File: src/sv/lbdg_ram.sv
// ----------------------------------------------------------------------------
// Generic single-port-write RAM
// One write port and one read port with registered read data.
// ----------------------------------------------------------------------------
module lbdg_ram #(
  parameter int W = 8,
  parameter int D = 4
) (
  input  logic                                  clk,
  input  logic                                  we,
  input  logic [((D > 1) ? $clog2(D) : 1)-1:0]  waddr,
  input  logic [W-1:0]                          wdata,
  input  logic                                  re,
  input  logic [((D > 1) ? $clog2(D) : 1)-1:0]  raddr,
  output logic [W-1:0]                          rdata
);

  logic [W-1:0] mem [D];

  always_ff @(posedge clk) begin
    if (we) begin
      mem[waddr] <= wdata;
    end
    if (re) begin
      rdata <= mem[raddr];
    end
  end

endmodule

File: config.mk
export PLATFORM = sky130hd
export DESIGN_NAME = lbdg_ram
export DESIGN_NICKNAME = d
export VERILOG_FILES = /design/src/sv/lbdg_ram.sv
export SDC_FILE = /design/constraint.sdc
export NUM_CORES = 1
export LEC_CHECK = 0
export BUFFER_PORTS_ARGS = -buffer_cell sky130_fd_sc_hd__buf_2
export CAP_MARGIN = 15
export CORE_MARGIN = 2
export CORE_UTILIZATION = 54
export DETAILED_ROUTE_END_ITERATION = 6
export PLACE_DENSITY = 0.81
export SYNTH_ARGS = -nofsm -noshare
export SYNTH_HDL_FRONTEND = slang
export SYNTH_SLANG_ARGS = --single-unit
File: constraint.sdc
create_clock -name clk -period 1.7 [get_ports clk]
set_input_delay 0.255 -clock clk [delete_from_list [all_inputs] [get_ports clk]]
set_output_delay 0.255 -clock clk [all_outputs]
set_load 0.05 [all_outputs]
# Yosys cells after proc, flatten, opt, wreduce, memory -nomap -nowiden
# Memories as Yosys holds them, arrays and structs flattened. A register that Yosys moved wholly into a read port is not among the register bits.
# Index checks and enable logic that the tools add are counted.
[op_classes] mux=2
[op_table] cell="1-bit 2-to-1 mux" count=2
[totals] memories=1 wordCells=3 mem_bits_rw=32 reg_bits=0
[mem_list] name="mem" depth=4 word_bits=8 read_ports=1 rd_ports_with_merged_regs=1 write_ports=1 line_no="18" text="logic [W-1:0] mem [D];"

# Depth between registers and ports, before layout
[depth] word_depth=2 ltp_mapped=2 ltp_nobuf=1

# Worst setup path after synthesis
# OpenSTA, ideal clock, no wires.
[synth_timing] path_type="input to register" from="in waddr[0] in the netlist's numbering" to="mem mem[0][0] (enable)" t_required_ns=1.315 cell_stages=1 arrival_ns=0.934 slack_ns=0.381 path_buffers=0 path_cell_list="nor3b_1"
[synth_lines] item="from (decl)" line_no="11" text="input logic [((D > 1) ? $clog2(D) : 1)-1:0] waddr,"
[synth_lines] item="to (decl)" line_no="18"
# No word-level cell before the write port.

# Final worst setup path
[layout_timing] from="reg rdata[3], read port of mem" to="out rdata[3]"
[layout_lines] item="from (decl)" line_no="15" text="output logic [W-1:0] rdata"
# No word-level cell between the ends.

==> summary.txt <==
Final layout
  • Reg area: 1201 µm²
  • Most frequent cells in the layout: edfxtp_1, buf_2, mux4_2
  • Multi-input gate area: 211.5 µm²
  • # fillers: 168
  • Utilization after layout: 65.72%
  • Final net count: 97
  • Area growth, synth to finish: 14.97%
  • Post-route design area: 1643 µm²
  • Share of post-route cells with drive strength above 1: 44.58%
  • Finished Layout Cells: 113
  • Ant. Diodes: 0
  • Commonest non-fill, non-tap cell in the layout: edfxtp_1

CTS
  • Inserted Clock Buffers: 5
  • Number of H-tree levels: 2
  • Number of post-CTS setup repair buffers: 0
  • Clock latency on the worst-skew pair: 0.34 ns
  • Post-CTS Resized: 0
  • Clk buf depth: 2
  • Clock tree sinks: 40
  • Cts hold-fix bufs: 0
  • TritonCTS clock tree: yes
  • Clk root buf: clkbuf_4
  • Clock transition at path regs: 0.11 ns

Setup path
  • Crit-path max cell delay: 0.39 ns
  • Reg2Reg Setup Slack: 0.56 ns
  • Crit path cell chain: buf_2
  • Delay-heaviest family, CP: flip-flops
  • Worst setup EP type: output port
  • Levels on crit path: 1
  • CP arrival: 0.95 ns
  • R2r worst-path depth: 1
  • Largest fanout on the critical path: 1
  • Critical path buffers and inverters: 1
  • Setup CP Type: reg2out
  • Crit path required time: 1.44 ns
  • Startpoint class of the critical path: flip-flop
  • Crit. Startpoint: rdata[3]
  • Critical path's slowest cell: edfxtp_1
  • Worst R2R End: rdata[2]
  • Worst setup path end: rdata[3]
  • FF-to-FF Start: mem[3][2]

Logic synthesis
  • Syn_nets: 69
  • #FFs+latches synth: 40
  • Area of the mapped netlist: 1429 µm²
  • Synthesized instance count: 54
  • Sequential-to-total area share from yosys stat: 84.06%
  • Distinct cell type count after synthesis: 7
  • Syn Area/Cell: 26.46 µm²
  • Yosys Warn Count: 0

STA
  • RSZ-0062 raised after global routing: false
  • Finish-stage setup viols: 0
  • Worst slew margin: 69.97%
  • Total negative slack: 0 ns
  • Final hold violation count: 0
  • Max Fclk: 0.8266 GHz
  • Min Tclk post-route: 1.210 ns
  • Final number of max-transition violations: 0
  • Post-Route Skew: 0.005541 ns
  • Final Cycle Share: 71.16%
  • Slew @ Worst Pin: 0.4505 ns

Power and ir drop
  • Pleak: 0.0005763 µW
  • Worst ir drop on vdd: 0.0007737 V
  • Pwr dens: 1154 nW/µm²
  • Total power: 1896 µW

Die
  • Core box area: 2500 µm²
  • Die Area: 3074 µm²
  • Die W: 55.44 µm
  • I/O pins: 23
  • Starting Density: 57.16%
  • Site Rows: 18
  • Die Span Y: 55.44 µm

Detailed routing
  • WL per Instance: 19.14 µm
  • Starting DRT DRC Count: 11
  • Routed WL: 2.163 mm
  • Pre-antenna DRT Iters: 4
  • Antenna Nets Post-Route: 0
  • DR DRC count: 0
  • Vias per cell: 5.681
  • Via Count: 642

GRT
  • M1 GR Usage: 17.54%
  • Largest net degree at the start of global routing: 13
  • First-pass GRT wire length: 3.284 mm
  • Global Route Usage Sum: 16.15%
  • Initial antenna violation count: 0
  • Layer with the highest usage: met2
  • Met3 Use GR: 7.026%
  • Grt met2 use: 26.19%
  • Vias in the first global route: 644
  • Total grt overflow: 0

Placement
  • Placed cell area: 1568 µm²
  • Port Buffers: 22
  • Placed cell count: 105
  • GPL Wtd Cong: 0.6807

Status
  • Status: completed

Min path
  • Hold Crit Class: in2reg

Flow run
  • Max_cap viols: 0
==> cells by family after synthesis <==
kind of cell / after synthesis / share of synthesized area (%)
flip-flops: 40 / 84.06
multiplexers: 8 / 12.61
AND/OR/NAND/NOR: 4 / 2.190
buffers and inverters: 2 / 1.138
==> routing by layer <==
| metal | share of wire (%) | vias up | wire (µm) |
|---|---|---|---|
| met3 | 5.2 | 6 | 113 |
| met4 | 2.6 | 0 | 57 |
| met1 | 36 | 329 | 789 |
| met2 | 56 | 21 | 1203 |
| li1 | - | 286 | - |
| met5 | 0 | - | 0 |
==> per-stage QoR <==
step	setup WS [ns]	hold slack, ns
floorplan	0.3809	0.3539
global placement	0.3720	0.4660
detailed placement	0.3477	0.4781
CTS	0.4606	0.1068
global route	0.4357	0.09981
finish	0.4902	0.1284
==> layout make-up <==
type / instances / area share, %
Timing Repair Buffer: 23 / 7.159
Sequential cell: 40 / 73.11
Tap cell: 30 / 2.285
Clock buffer: 5 / 2.285
Multi-Input combinational cell: 12 / 12.87
Clock inverter: 3 / 2.285
==> sequential cells by signal, indices dropped and copies added (netlist names) <==
name / flops
rdata: 8
mem: 32
==> synth_stat cells (all sizes together) <==
master / n / area share, %
clkbuf: 1 / 0.35
edfxtp: 40 / 84
nor3b: 1 / 0.53
mux4: 8 / 13
buf: 1 / 0.79
and3b: 2 / 1.2
and3: 1 / 0.44
==> worst min path at each step <==
stage | startpoint | endpoint | depth (start not counted)
6_report | wdata[3] | mem[1][3] | 1
3_3_place_gp | wdata[3] | mem[2][3] | 1
4_1_cts | wdata[0] | mem[2][0] | 1
2_1_floorplan | wdata[0] | mem[0][0] | 0
5_1_grt | wdata[3] | mem[1][3] | 1
3_5_place_dp | wdata[3] | mem[0][3] | 1
==> power by group <==
part | switching (µW) | internal, µW | total, µW | leakage [µW]
registers | 13.3 | 1140 | 1160 | 0.000372
logic | 99.3 | 52.4 | 152 | 0.000164
clock network | 286 | 300 | 586 | 0.0000403
Power figures use the tool's default switching activity.
