<file path="src/sv/lbdg_pkg.sv">
// ----------------------------------------------------------------------------
// Load-based DVFS governor package
// Shared constants and types for the governor core and its divider.
// ----------------------------------------------------------------------------
package lbdg_pkg;

  localparam int DVD_W = 39;
  localparam int DVS_W = 32;
  localparam int FREQ_W = 22;
  localparam int PEAK_W = 29;
  localparam int MULT_W = 17;
  localparam int PCT_W = 7;

  // Reciprocal of 11 scaled by 2^35; exact for dividends below 2^33.
  localparam logic [31:0] RECIP_11 = 32'd3123612579;
  // Reciprocal of 25 scaled by 2^30; a division by 100 drops two bits first.
  localparam logic [25:0] RECIP_25 = 26'd42949673;
  localparam logic [MULT_W-1:0] MULT_MAX = 17'd100000;

  localparam logic [2:0] CFG_UP_TH = 3'd0;
  localparam logic [2:0] CFG_DOWN_DIFF = 3'd1;
  localparam logic [2:0] CFG_FREQ_STEP = 3'd2;
  localparam logic [2:0] CFG_LOW_UP_TH = 3'd3;
  localparam logic [2:0] CFG_RESP_FREQ = 3'd4;
  localparam logic [2:0] CFG_DOWN_DELAY = 3'd5;
  localparam logic [2:0] CFG_MAX_FREQ = 3'd6;
  localparam logic [2:0] CFG_MIN_FREQ = 3'd7;

  typedef struct packed {
    logic             start;
    logic [DVD_W-1:0] dvd;
    logic [DVS_W-1:0] dvs;
  } div_req_t;

endpackage

</file>
<file path="src/sv/lbdg_div.sv">
// ----------------------------------------------------------------------------
// Shared restoring divider
// Unsigned division, one quotient bit per cycle, done pulses with the result.
// ----------------------------------------------------------------------------
module lbdg_div (
  input  logic                     clk,
  input  logic                     rst_n,
  input  lbdg_pkg::div_req_t       req,
  output logic                     done,
  output logic [lbdg_pkg::DVD_W-1:0] quo
);
  import lbdg_pkg::*;

  localparam int CW = $clog2(DVD_W + 1);

  logic [DVD_W-1:0] sh_r;
  logic [DVS_W-1:0] rem_r;
  logic [DVS_W-1:0] dvs_r;
  logic [CW-1:0]    cnt_r;
  logic             done_r;
  logic [DVS_W:0]   shifted;
  logic [DVS_W:0]   trial;

  assign shifted = {rem_r, sh_r[DVD_W-1]};
  assign trial = shifted - {1'b0, dvs_r};
  assign done = done_r;
  assign quo = sh_r;

  always_ff @(posedge clk) begin
    if (!rst_n) begin
      cnt_r <= '0;
      done_r <= 1'b0;
    end else begin
      done_r <= 1'b0;
      if (req.start) begin
        sh_r <= req.dvd;
        dvs_r <= req.dvs;
        rem_r <= '0;
        cnt_r <= CW'(DVD_W);
      end else if (cnt_r != '0) begin
        if (!trial[DVS_W]) begin
          rem_r <= trial[DVS_W-1:0];
          sh_r <= {sh_r[DVD_W-2:0], 1'b1};
        end else begin
          rem_r <= shifted[DVS_W-1:0];
          sh_r <= {sh_r[DVD_W-2:0], 1'b0};
        end
        cnt_r <= cnt_r - 1'b1;
        done_r <= (cnt_r == CW'(1));
      end
    end
  end

endmodule

</file>
<file path="config.mk">
export PLATFORM = sky130hd
export DESIGN_NAME = lbdg_div
export DESIGN_NICKNAME = d
export VERILOG_FILES = /design/src/sv/lbdg_pkg.sv /design/src/sv/lbdg_div.sv
export SDC_FILE = /design/constraint.sdc
export NUM_CORES = 1
export LEC_CHECK = 0
export BUFFER_PORTS_ARGS = -buffer_cell sky130_fd_sc_hd__buf_2
export CAP_MARGIN = 20
export CORE_MARGIN = 10
export CORE_UTILIZATION = 33
export DETAILED_ROUTE_END_ITERATION = 10
export PLACE_DENSITY = 0.62
export REMOVE_ABC_BUFFERS = 1
export SETUP_SLACK_MARGIN = 0.2
export SLEW_MARGIN = 20
export SYNTH_ARGS = -nofsm -noshare
export SYNTH_HDL_FRONTEND = slang
export SYNTH_SLANG_ARGS = --single-unit
</file>
<file path="constraint.sdc">
create_clock -name clk -period 3.41 [get_ports clk]
set_input_delay 0.5115 -clock clk [delete_from_list [all_inputs] [get_ports clk]]
set_output_delay 0.5115 -clock clk [all_outputs]
set_load 0.01 [all_outputs]
</file>
Word level (Yosys, flattened, before mapping):

Cells that the tools add are included.

* flip-flop bits (word level): 110
* logic and storage cells: 24
* bits of input ports: 74
* output and inout bits: 40

* $add $sub $neg: 2
* reductions and logical operators: 6
* equality and inequality tests: 1
* multiplexer cells: 7
* bitwise operators: 2

Operators with widths (count)
* 39-bit two-way mux: 2
* 32-bit two-way mux: 2
* 33-bit by 32-bit subtractor with 33-bit output: 1
* 6-bit two-way mux: 2
* 6-bit by 1-bit equality test with 1-bit output (second input constant): 1
* 6-bit nonzero test: 1
* 6-bit by 1-bit subtractor with 6-bit output (second input constant): 1
* 2-bit AND reduction: 2
* 3-bit OR reduction: 1
* 1-bit NOT: 2
* 2-bit nonzero test: 1
* 2-bit OR reduction: 1
* 1-bit two-way mux: 1

Depth between registers and ports, before layout:

* depth after elaboration: 4
* gate-level depth with buffers: 14
* depth with buffers taken out: 12

Worst setup path before layout:

OpenSTA, ideal clock, no wires.

* path type: input to register
* start: input req[71] (netlist bit)
* end: register sh_r[0], in the netlist quo[0] (enable)
* slack: 0.169 ns
* required time: 2.976 ns
* arrival: 2.807 ns
* cell stages on the path: 3
* setup time: 0.434 ns
* buffers on the path: 2
* cells stage by stage: buf_1 clkbuf_1 o21a_1

* cells in the longest elaborated chain, start to end: 2

RTL lines
* start: declaration: line lbdg_div.sv:8 `input lbdg_pkg::div_req_t req,`
* 2-bit nonzero test (no line)
* 2-bit AND reduction (no line)
* end signal: assignment: line lbdg_div.sv:36 `sh_r <= req.dvd;`
* end signal: assignment: line lbdg_div.sv:43 `sh_r <= {sh_r[DVD_W-2:0], 1'b1};`
* end signal: assignment: line lbdg_div.sv:46 `sh_r <= {sh_r[DVD_W-2:0], 1'b0};`
* end: declaration: line lbdg_div.sv:16 `logic [DVD_W-1:0] sh_r;`

Every way passes these cells.
A chain may end at the register's enable or synchronous reset.

Worst setup path after layout:

* start: register sh_r[38], in the netlist quo[38]
* end: register rem_r[16] (data pin)

* cells in the longest elaborated chain, start to end: 3

RTL lines
* 33-bit by 32-bit subtractor with 33-bit output: line lbdg_div.sv:25 `assign trial = shifted - {1'b0, dvs_r};`
* 32-bit two-way mux: line lbdg_div.sv:41 `if (!trial[DVS_W]) begin`
* 32-bit two-way mux: line lbdg_div.sv:40 `end else if (cnt_r != '0) begin`
* end signal: assignment: line lbdg_div.sv:42 `rem_r <= trial[DVS_W-1:0];`
* end signal: assignment: line lbdg_div.sv:45 `rem_r <= shifted[DVS_W-1:0];`
* end: declaration: line lbdg_div.sv:17 `logic [DVS_W-1:0] rem_r;`

Every way passes these cells. The select of a mux whose other input is x is not followed.

==> flow_summary.ini <==
[detailed_routing]
drt_wl_total_um = 14110
routedWlPerCell_um = 15.52
drtPass1Iterations = 4
vias_per_cell = 4.873
drc = 0
vias = 4430
first_iter_violations = 258
drtAntennaViolNets = 0

[die]
die_w_um = 157.9
die_area_um2 = 24950
row_count = 50
die-height_um = 157.9
core_um2 = 18710
ios = 114
initial_utilization_pct = 33.57

[sta]
setup_viol = 0
clock_skew_ns = 0.01271
max_freq_ghz = 0.3281
hold_viol_final = 0
rsz0062_at_grt = false
drv_slew = 0
period_needed_ns = 3.048
tns_ns = 0
period_share_pct = 89.39
slew_headroom_pct = 52.69
hold_slack_ns = 0.3208
tightest_slew_ns = 0.7097

[power]
ir_drop_uv = 292.1
finalPower_w = 0.004165
power_density_nw_per_um2 = 556.6
p_leak_nw = 3.114

[critical_path]
cp-end-kind = flop
crit_slowest_cell = edfxtp_1
critical_path_required_ns = 3.63
arrival_ns = 3.27
critical_path_class = reg -> reg
cp_cell_sequence = inv_1 -> ha_1 -> fa_1 -> nor2b_2 -> o31ai_2 -> a31oi_2 -> o21ai_1 -> a31oi_4 -> a41o_4 -> or2_4 -> or3_4 -> a21oi_2
start_kind = flop
cp_slowest_stage_delay_ns = 0.41
worstPathMaxFanout = 11

[placed_design]
io_buffers = 113
gp_congestion = 0.8409
dp_hpwl_um = 10570

[logic_synthesis]
synth.distinct_cells = 61
avgSynthCellArea_um2 = 11.40
netlist_instances = 551
ys_ff_latch = 110
ys_warn_count = 0
synth-async-reset-ratio_pct = 0
yosysSeqAreaShare_pct = 51.48
synth_area_um2 = 6280
synth-edff-count = 103
synth_ff_type = edfxtp_1

[clocking]
cts_max_path_buffers = 2
clock_latency_ns = 0.36
clkTransAtPathRegs_ns = 0.08
clockRootBuffer = clkbuf_16
cts_tree = yes
htree_levels = 3
postCtsHoldBufs = 0
cts_buffers = 9
cts_sinks = 110

[finish]
drive_gt1_share_pct = 28.89
syn_to_final_growth_pct = 19.15
n_antenna_cell = 0
fin_nets = 780

[global_routing]
antenna_found_initial = 0
gr-total-overflow = 0
grt_pass1_vias = 4718
grt_pass1_wl_um = 23450
grt.total_usage_pct = 11.68
grt_max_degree = 76

[min_path]
hold_class = in -> reg

[status]
outcome = completed

[run]
drv_cap = 0
[placed cells by master, fill, tap and decap left out, drive strengths merged, types with 6 or more instances in the layout]
master,n
buf,125
edfxtp,103
inv,48
nand2,45
a21oi,43
nor2,39
mux2,38
ha,35
xnor2,21
mux2i,15
o21ai,14
a21o,12
nand3,11
o21a,10
clkbuf,9
xor2,8
o211ai,7
and2,7
nor3,7
dfxtp,7
a211oi,7
or3,6
a31oi,6
[cells in the mapped netlist (10+ instances only)]
cell      instances  area share, %
inv_1            45            2.7
nor2_1           38            2.3
mux2_2           38            6.8
mux2i_1          15            2.4
edfxtp_1        103             49
clkbuf_1         10           0.60
o21a_1           10            1.2
xnor2_1          21            2.9
o21ai_0          11           0.88
a21o_1           12            1.4
ha_1             35            7.0
nand3_1          11           0.88
a21oi_1          42            3.3
nand2_1          45            2.7
[final timing paths]
kind            start         to  slack, ns  cells after the start
max           quo[38]  rem_r[16]       0.36                     12
min           req[15]  dvs_r[15]       0.32                      1
max reg2reg   quo[38]  rem_r[16]       0.36                     12
min reg2reg  cnt_r[4]   cnt_r[4]       0.55                      2
[registers in the layout (all words and copies together), names as in the netlist]
signal and cells:
dvs_r 32, cnt_r 6, done 1, quo 39
rem_r 32
[metrics by stage]
step	setup WS, ns	instances	util (%)	instance area, um^2
6_report	0.3618	909	40.00	7482
5_1_grt	0.2003	909	40.00	7482
4_1_cts	0.2534	909	39.87	7458
3_5_place_dp	0.05457	893	38.37	7177
3_3_place_gp	0.2409	893	38.37	7177
2_1_floorplan	0.2505	534	-	6196
[layer usage]
layer / track usage [%] / share of wire [%] / up-vias
li1: - / - / 2264
met1: 14.29 / 46 / 2070
met2: 19.40 / 48 / 86
met3: 4.098 / 4.9 / 10
met4: 2.558 / 0.91 / 0
met5: 0 / 0 / -
[cell type report]
| class | instances | area, um^2 |
|---|---|---|
| clock buffers | 9 | 225.2 |
| multi-input cells | 379 | 2824 |
| clock inverters | 7 | 53.80 |
| flip-flops and latches | 110 | 3233 |
| inverters | 45 | 168.9 |
| fillers | 1815 | 11220 |
| well taps | 234 | 292.8 |
| repair buffers | 125 | 684.4 |
[repair_timing]
item / CTS / global route
pin swaps: 0 / 1
gates resized for setup: 1 / 6
setup buffers: 0 / 0
endpoints found under the setup margin: 12 / 27
[worst max-delay path, delay by kind of cell, from the launching register on]
family                   cells  cell delay [ns]
AO/OA/AOI/OAI                6             1.25
adder cells (fa/ha/maj)      2             0.41
buffers and inverters        1             0.08
flip-flops                   1             0.41
AND/OR/NAND/NOR              3             0.76
[power breakdown]
| group | internal, W | switching [W] |
|---|---|---|
| combinational | 0.000631 | 0.000770 |
| sequential | 0.00167 | 0.0000747 |
| clock | 0.000506 | 0.000514 |
| total | 0.00281 | 0.00136 |
[cells by family after synthesis]
family	share of synthesized area [%]
adders and majority gates	7.292
DFF	51.48
xor gates and xnor gates	4.045
buffers and inverters	4.025
AOI/OAI and AO/OA	13.23
muxes	9.205
and+or+nand+nor	10.72
Power figures use the tool's default switching activity.
